==> config.mk <==
export PLATFORM = sky130hd
export DESIGN_NAME = umlaut_font_transcoder
export DESIGN_NICKNAME = d
export VERILOG_FILES = /design/src/rtl/ufont_pkg.sv /design/src/rtl/ufont_decode.sv /design/src/rtl/ufont_emit.sv /design/src/rtl/umlaut_font_transcoder.sv
export SDC_FILE = /design/constraint.sdc
export NUM_CORES = 1
export LEC_CHECK = 0
export BUFFER_PORTS_ARGS = -buffer_cell sky130_fd_sc_hd__buf_2
export CORE_MARGIN = 10
export CORE_UTILIZATION = 59
export DETAILED_ROUTE_END_ITERATION = 16
export PLACE_DENSITY = 0.84
export SYNTH_ARGS = -nofsm -noshare
export SYNTH_HDL_FRONTEND = slang
export SYNTH_SLANG_ARGS = --single-unit
==> constraint.sdc <==
create_clock -name clock -period 2.4 [get_ports clock]
set_clock_uncertainty 0.2 [all_clocks]
set_input_delay 0.24 -clock clock [delete_from_list [all_inputs] [get_ports clock]]
set_output_delay 0.24 -clock clock [all_outputs]
set_load 0.05 [all_outputs]
==> src/rtl/ufont_pkg.sv <==
package ufont_pkg;

   localparam int unsigned EscLen = 6;

   localparam logic [7:0] LeadByte  = 8'd195;
   localparam logic [7:0] EscFirst  = 8'd92;
   localparam logic [7:0] SpaceCode = 8'd32;
   localparam logic [7:0] AmpCode   = 8'd38;
   localparam logic [7:0] HighFirst = 8'd127;

   localparam logic [2:0] EscDone = 3'(EscLen);

   // work left behind by one input beat: a replayed escape prefix, then an optional tail byte
   typedef struct packed {
      logic [2:0] pre_cnt;
      logic       tail_en;
      logic [7:0] tail_byte;
      logic       last;
   } plan_type;

   typedef struct packed {
      plan_type   plan;
      logic       emit;
      logic [2:0] esc_next;
      logic       lead_next;
   } dec_type;

   function automatic logic [7:0] esc_byte(input logic [2:0] idx);
      logic [7:0] r;
      case (idx)
         3'd0:    r = 8'd92;   // backslash
         3'd1:    r = 8'd117;  // u
         3'd2:    r = 8'd48;
         3'd3:    r = 8'd48;
         3'd4:    r = 8'd50;
         3'd5:    r = 8'd54;
         default: r = 8'd0;
      endcase
      return r;
   endfunction

   function automatic logic [7:0] map_after_lead(input logic [7:0] b);
      logic [7:0] r;
      case (b)
         8'ha4:   r = 8'd127;
         8'h84:   r = 8'd128;
         8'hb6:   r = 8'd129;
         8'h96:   r = 8'd130;
         8'hbc:   r = 8'd131;
         8'h9c:   r = 8'd132;
         8'h9f:   r = 8'd133;
         default: r = SpaceCode;
      endcase
      return r;
   endfunction

   function automatic logic [7:0] map_single(input logic [7:0] b);
      logic [7:0] r;
      if (b < HighFirst) begin
         r = b;
      end else begin
         case (b)
            8'd132:  r = 8'd127;
            8'd142:  r = 8'd128;
            8'd148:  r = 8'd129;
            8'd153:  r = 8'd130;
            8'd129:  r = 8'd131;
            8'd154:  r = 8'd132;
            8'd225:  r = 8'd133;
            default: r = SpaceCode;
         endcase
      end
      return r;
   endfunction

   function automatic dec_type decode(input logic [7:0] b, input logic last,
                                      input logic [2:0] esc_cnt, input logic lead);
      dec_type    d;
      logic [2:0] k;
      logic [2:0] nk;
      k  = (esc_cnt >= EscDone) ? 3'd0 : esc_cnt;
      nk = k + 3'd1;
      d.plan.pre_cnt   = 3'd0;
      d.plan.tail_en   = 1'b0;
      d.plan.tail_byte = SpaceCode;
      d.plan.last      = last;
      d.esc_next       = 3'd0;
      d.lead_next      = 1'b0;
      if (lead) begin
         d.plan.tail_en   = 1'b1;
         d.plan.tail_byte = map_after_lead(b);
      end else if (k != 3'd0 && b == esc_byte(k)) begin
         if (nk == EscDone) begin
            d.plan.tail_en   = 1'b1;
            d.plan.tail_byte = AmpCode;
         end else if (last) begin
            // string ends mid-escape: replay all matched bytes, current one included
            d.plan.pre_cnt = nk;
         end else begin
            d.esc_next = nk;
         end
      end else begin
         d.plan.pre_cnt = k;
         if (b == EscFirst && !last) begin
            d.esc_next = 3'd1;
         end else if (b == LeadByte) begin
            if (last) begin
               d.plan.tail_en = 1'b1;
            end else begin
               d.lead_next = 1'b1;
            end
         end else begin
            d.plan.tail_en   = 1'b1;
            d.plan.tail_byte = map_single(b);
         end
      end
      if (last) begin
         d.esc_next  = 3'd0;
         d.lead_next = 1'b0;
      end
      d.emit = d.plan.tail_en || (d.plan.pre_cnt != 3'd0);
      return d;
   endfunction

endpackage

==> src/rtl/ufont_decode.sv <==
module ufont_decode (
   input  logic                clock,
   input  logic                reset,
   input  logic                req_valid,
   output logic                req_stall,
   input  logic [7:0]          req_in_byte,
   input  logic                req_in_last,
   input  logic                plan_done,
   output logic                plan_valid,
   output ufont_pkg::plan_type plan
);
   import ufont_pkg::*;

   logic [2:0] esc_cnt_ff, esc_cnt_in;
   logic       lead_ff, lead_in;
   logic       plan_valid_ff, plan_valid_in;
   plan_type   plan_ff, plan_in;
   dec_type    dec;
   logic       accept;

   assign req_stall = plan_valid_ff && !plan_done;
   assign accept    = req_valid && !req_stall;
   assign dec       = decode(req_in_byte, req_in_last, esc_cnt_ff, lead_ff);

   always_comb begin
      esc_cnt_in    = esc_cnt_ff;
      lead_in       = lead_ff;
      plan_valid_in = plan_valid_ff && !plan_done;
      plan_in       = plan_ff;
      if (accept) begin
         esc_cnt_in    = dec.esc_next;
         lead_in       = dec.lead_next;
         plan_valid_in = dec.emit;
         plan_in       = dec.plan;
      end
   end

   always_ff @(posedge clock) begin
      if (reset) begin
         esc_cnt_ff    <= 3'd0;
         lead_ff       <= 1'b0;
         plan_valid_ff <= 1'b0;
      end else begin
         esc_cnt_ff    <= esc_cnt_in;
         lead_ff       <= lead_in;
         plan_valid_ff <= plan_valid_in;
      end
   end

   always_ff @(posedge clock) begin
      plan_ff <= plan_in;
   end

   assign plan_valid = plan_valid_ff;
   assign plan       = plan_ff;

   a_lead_no_esc: assert property (@(posedge clock) disable iff (reset)
      lead_ff |-> esc_cnt_ff == 3'd0)
      else $error("lead pending while escape match held");

   a_esc_range: assert property (@(posedge clock) disable iff (reset)
      esc_cnt_ff < EscDone)
      else $error("escape match count out of range");

   a_last_clears: assert property (@(posedge clock) disable iff (reset)
      accept && req_in_last |=> esc_cnt_ff == 3'd0 && !lead_ff)
      else $error("state not cleared after final beat");

   a_plan_nonempty: assert property (@(posedge clock) disable iff (reset)
      plan_valid_ff |-> plan_ff.tail_en || plan_ff.pre_cnt != 3'd0)
      else $error("empty plan held");

endmodule

==> src/rtl/ufont_emit.sv <==
module ufont_emit (
   input  logic                clock,
   input  logic                reset,
   input  logic                plan_valid,
   input  ufont_pkg::plan_type plan,
   output logic                plan_done,
   output logic                rsp_valid,
   input  logic                rsp_stall,
   output logic [7:0]          rsp_out_byte,
   output logic                rsp_out_last
);
   import ufont_pkg::*;

   logic [2:0] pos_ff, pos_in;
   logic       rsp_valid_ff, rsp_valid_in;
   logic [7:0] rsp_byte_ff, rsp_byte_in;
   logic       rsp_last_ff, rsp_last_in;
   logic       out_free;
   logic       fire;
   logic       in_prefix;
   logic       final_el;

   assign out_free  = !rsp_valid_ff || !rsp_stall;
   assign fire      = plan_valid && out_free;
   assign in_prefix = pos_ff < plan.pre_cnt;
   assign final_el  = plan.tail_en ? (pos_ff == plan.pre_cnt)
                                   : (pos_ff == plan.pre_cnt - 3'd1);
   assign plan_done = fire && final_el;

   always_comb begin
      pos_in       = pos_ff;
      rsp_valid_in = rsp_valid_ff && rsp_stall;
      rsp_byte_in  = rsp_byte_ff;
      rsp_last_in  = rsp_last_ff;
      if (fire) begin
         pos_in       = final_el ? 3'd0 : pos_ff + 3'd1;
         rsp_valid_in = 1'b1;
         rsp_byte_in  = in_prefix ? esc_byte(pos_ff) : plan.tail_byte;
         rsp_last_in  = final_el && plan.last;
      end
   end

   always_ff @(posedge clock) begin
      if (reset) begin
         pos_ff       <= 3'd0;
         rsp_valid_ff <= 1'b0;
      end else begin
         pos_ff       <= pos_in;
         rsp_valid_ff <= rsp_valid_in;
      end
   end

   always_ff @(posedge clock) begin
      rsp_byte_ff <= rsp_byte_in;
      rsp_last_ff <= rsp_last_in;
   end

   assign rsp_valid    = rsp_valid_ff;
   assign rsp_out_byte = rsp_byte_ff;
   assign rsp_out_last = rsp_last_ff;

   a_pos_bound: assert property (@(posedge clock) disable iff (reset)
      plan_valid |-> pos_ff <= plan.pre_cnt)
      else $error("replay position past plan");

   a_pos_wrap: assert property (@(posedge clock) disable iff (reset)
      plan_done |=> pos_ff == 3'd0)
      else $error("replay position not rewound");

   a_idle_pos: assert property (@(posedge clock) disable iff (reset)
      !plan_valid |-> pos_ff == 3'd0)
      else $error("replay position moved without plan");

endmodule

==> src/rtl/umlaut_font_transcoder.sv <==
// Umlaut font transcoder: byte stream in, display font codes out.
// Request channel (req_valid / req_stall): one text byte per beat, with
// req_in_last on the final byte of a string. Response channel (rsp_valid /
// rsp_stall): transcoded bytes, rsp_out_last on the final one of a string.
// An accepted beat is registered in the decode stage as a plan, then each of
// its response bytes in the response register. Ordinary bytes sustain one
// beat per cycle while the receiver does not stall. A byte that breaks a
// partial \u0026 match replays the held prefix first: it occupies the replay
// stage for up to six response bytes, req_stall high until the last is sent.
// Bytes that only extend a match, or a non-final 195 lead, give no response.
// Reset clears the escape match, the pending lead, the replay stage and the
// response register; no beat is taken in the reset cycle. When the receiver
// stalls, the response register holds its beat and the replay stage backs
// up, so req_stall rises once a plan is waiting.
module umlaut_font_transcoder (
   input  logic       clock,
   input  logic       reset,
   input  logic       req_valid,
   output logic       req_stall,
   input  logic [7:0] req_in_byte,
   input  logic       req_in_last,
   output logic       rsp_valid,
   input  logic       rsp_stall,
   output logic [7:0] rsp_out_byte,
   output logic       rsp_out_last
);
   import ufont_pkg::*;

   logic     plan_valid;
   logic     plan_done;
   plan_type plan;

   ufont_decode u_decode (
      .clock       (clock),
      .reset       (reset),
      .req_valid   (req_valid),
      .req_stall   (req_stall),
      .req_in_byte (req_in_byte),
      .req_in_last (req_in_last),
      .plan_done   (plan_done),
      .plan_valid  (plan_valid),
      .plan        (plan)
   );

   ufont_emit u_emit (
      .clock        (clock),
      .reset        (reset),
      .plan_valid   (plan_valid),
      .plan         (plan),
      .plan_done    (plan_done),
      .rsp_valid    (rsp_valid),
      .rsp_stall    (rsp_stall),
      .rsp_out_byte (rsp_out_byte),
      .rsp_out_last (rsp_out_last)
   );

endmodule

==> results.txt <==
----------------------------------------------------
[Synth]
  Number of instances in the synthesized netlist ... ~250
  Number of synthesized flops with an enable pin ... 22
  Nets in the synthesized netlist ... about 270
  Yosys warning count ... 0
  Number of distinct standard cells referenced by the synthesized netlist ... 66
  Post-synthesis cell area ... 2220 um2
  Sequential share of the synthesized area ... between 30% and 40%
  Average footprint of a synthesized cell ... 9.01 um2
  Yosys reg bits ... 31
  Ys flop type ... sky130_fd_sc_hd__edfxtp_1
  Fraction of registers with async set or reset after synthesis ... 0%

[Pwr]
  Max IR drop VDD ... 0.250 mV
  Internal ... slightly above 900 uW
  Part of the power in the clock network ... roughly 30%
  Power per Cell Area ... between 400 and 500 nW/um2
  Net Sw Power ... 358 uW
  Portion of total power attributed to combinational logic ... between 20% and 30%
  Seq pwr share ... ~50%
  Leakage dissipation ... between 0.9 and 1 nW
  Switching power share of the total ... around 28%

[Placed design]
  Weighted congestion at the end of routability-driven global placement ... approximately 0.9
  I/O Buffers ... 23
  HPWL Detailed ... around 3600 um
  Placed Area ... 2420 um2

[STA]
  Fin crit period ... 2.33 ns
  Count of final max-slew check failures ... 0
  Tcrit/Tclk final ... a little over nine tenths
  Worst-margin pin slew ... roughly 0.47 ns
  Endpoints failing hold ... 0
  Post-route worst hold slack ... 0.0377 ns
  Slew headroom ... between 60% and 70%
  Max Clock Freq ... 429 MHz
  Setup violation total in the final timing report ... 0
  Setup repair after global routing missed its margin ... true

[Global route]
  Wire length of the first global-routing pass ... just over 8000 um
  Total global routing overflow ... 0
  Initial antenna violation count ... 0
  Vias in the first global route ... roughly 1800
  Largest net degree at the start of global routing ... 17
  Global-route total usage across every layer ... 15.2%

[Floorplan]
  Top-Level Pins ... 24
  Site row count ... 22
  Die area ... roughly 6600 um2
  Initial Util ... about three fifths
  Width of the chip ... around 80 um
  Placeable core region ... approximately 3700 um2
  Die height ... between 80 and 90 um

[Critical path]
  Setup slack of the most critical reg-to-reg path ... about 0.090 ns
  Largest stage delay on the critical path ... approximately 0.37 ns
  Capturing element type of the critical path ... output port
  Cell-by-cell listing of the critical path ... inv_1, ha_1, xor2_2, a31oi_1, o21ai_1, inv_1, buf_6
  Worst path arrival time ... 1.89 ns
  Origin of the critical flop-to-flop path ... u_decode.plan[10]
  Timing startpoint of the critical path ... u_decode.plan[10]
  Depth of the most critical reg-to-reg path ... 8
  Worst-path fanout max ... 3
  Critical Path Most Common Cell ... sky130_fd_sc_hd__inv_1
  Data required time of the worst path ... 1.96 ns
  Setup Crit Path Kind ... reg2out
  Startpoint class of the critical path ... flip-flop
  Reg-to-reg endpoint ... u_decode.esc_cnt_ff[2]
  Cell with the largest stage delay on the worst path ... sky130_fd_sc_hd__edfxtp_1

[Finish]
  Signed area change from the synthesized netlist to the final layout ... 15.3%
  Nets@finish ... about 300
  Diodes inserted ... 0
  Layout cell share with drive strength beyond 1 ... around a quarter
  Design Area, Final ... about 2600 um2

[Clocking]
  TritonCTS clock tree ... built
  Total clock buffers created by CTS ... 5
  Clock latency at the later pin of the worst-skew pair ... around 0.28 ns
  CTS Root Cell ... sky130_fd_sc_hd__clkbuf_8
  Clock net sink count ... 31
  Max H-tree Level ... 2
  Clk buf depth ... 2
  Clock slew at the register clock pins of the worst setup and hold paths ... 0.06 ns

[Flow run]
  Max-capacitance violation count ... 0

[Worst hold path]
  Hold worst-path end ... u_decode.plan[0]
  Worst hold path cell count ... 1
  Start point of the worst min-delay path ... req_in_last
  HP Class ... in2reg

[Detailed routing]
  Average via count per standard cell ... 5.76
  Detailed-route DRC error count ... 0
  Vias post-DR ... 1879
  Final wirelength ... around 4800 um
  Average detailed-routed wire length per instance ... between 10 and 15 um
  Violation count after the first detailed-routing iteration ... between 60 and 70
  Iteration count of the initial detailed-routing pass ... 4
  Number of nets still failing antenna checks after routing ... 0

[Outcome]
  Outcome ... finished clean

----------------------------------------------------
[cell families after synthesis]
family / after synthesis / share of synthesized area, %
and+or+nand+nor: 108 / 28.7
AOI/OAI and AO/OA: 62 / 19.0
DFF: 31 / 37.8
buffers and inverters: 30 / 6.24
adders and majority gates: 8 / 4.50
xor gates and xnor gates: 7 / 3.37
muxes: 1 / 0.450
[power groups by stage]
stage / combinational (mW) / clock, mW / sequential [mW]
CTS: 0.254 / 0.385 / 0.622
detailed placement: 0.250 / 0 / 0.633
global placement: 0.245 / 0 / 0.632
floorplan: 0.139 / 0 / 0.676
global route: 0.289 / 0.400 / 0.625
finish: 0.263 / 0.380 / 0.622
[final cells by class]
class                      instances  area [um2]
inverter                          14        56.3
fill                             289        1100
tap                               48        60.1
timing repair buffer              39         244
multi-input combinational        186        1280
clock buffer                       8        80.1
sequential                        31         845
[stage by stage]
stage,cells,setup TNS [ns],setup slack [ns],utilization (%),power (mW)
4_1_cts,325,0,0.0298,68.6,1.26
3_5_place_dp,316,0,0.0485,66.1,0.883
6_report,326,0,0.0677,70.1,1.27
5_1_grt,326,-0.112,-0.0435,70.1,1.31
2_1_floorplan,247,0,0.240,-,0.815
3_3_place_gp,316,0,0.0900,66.1,0.877
[how the worst max path moves through the flow]
stage / end / slack (ns)
5_1_grt: req_stall / -0.04
3_3_place_gp: u_decode.plan[3] / 0.09
2_1_floorplan: u_decode.esc_cnt_ff[2] / 0.24
4_1_cts: req_stall / 0.03
6_report: req_stall / 0.07
3_5_place_dp: u_decode.esc_cnt_ff[0] / 0.05
[timing repair]
item	4_1_cts	5_1_grt
pin swaps	0	3
setup endpoints to repair	1	22
endpoints found under the hold margin	1	0
gates resized for setup	1	11
setup buffers	0	1
hold buffers	1	0
[placed cells by master, fill, tap and decap left out, drive strengths merged, types with 2 or more instances in the layout]
cell and n:
and2 3, or2 3, nand3b 5, dfxtp 9, nand2b 7, a31oi 5, xnor2 5, a21oi 14
ha 8, o221ai 2, nor4b 2, nand2 23, edfxtp 22, inv 13, o31ai 2, o21ai 20
nor3b 4, nor4 3, and4 2, a211o 2, clkbuf 8, nor2b 6, o211ai 2, buf 38
nor2 25, a21o 2, nand3 8, or4b 2, a21boi 2, nand4 3, nor3 3
[critical path: cells and delay by family (launching register included)]
family / cells / cell delay [ns]
XOR/XNOR: 1 / 0.16
adder cells (fa/ha/maj): 1 / 0.32
AO/OA/AOI/OAI: 2 / 0.36
buffers and inverters: 3 / 0.39
flip-flops: 1 / 0.37
[sequential cells by signal (all words and copies together) (netlist names)]
register / count
u_emit.rsp_valid: 1
u_emit.rsp_out_last: 1
u_decode.lead_ff: 1
u_decode.plan: 13
u_decode.esc_cnt_ff: 3
u_decode.plan_valid: 1
u_emit.rsp_out_byte: 8
u_emit.pos_ff: 3
[cell usage after synthesis, drive strengths merged, types with 3 or more instances]
cell type	n	area [um2]
nand3b	5	37.5
a21oi	14	70.1
inv	14	52.6
and2	3	20.0
clkbuf	7	27.5
a31oi	5	46.3
nand4	3	18.8
edfxtp	22	661
nand2	23	88.8
nor3b	4	30.0
nand2b	7	43.8
ha	8	100
nor3	3	15.0
nor2	25	93.8
nor2b	6	52.6
buf	9	58.8
or2	3	18.8
nand3	8	40.0
xnor2	5	43.8
dfxtp	9	180
o21ai	20	100
nor4	3	31.3
[metal layers]
layer	vias up	GRT usage [%]	routed length [um]
met2	32	26.2	2390
li1	960	-	-
met1	879	16.7	2090
met3	8	3.53	184
met4	0	8.82	106
met5	-	0	0
No activity file was read; power rests on OpenSTA's default activity.
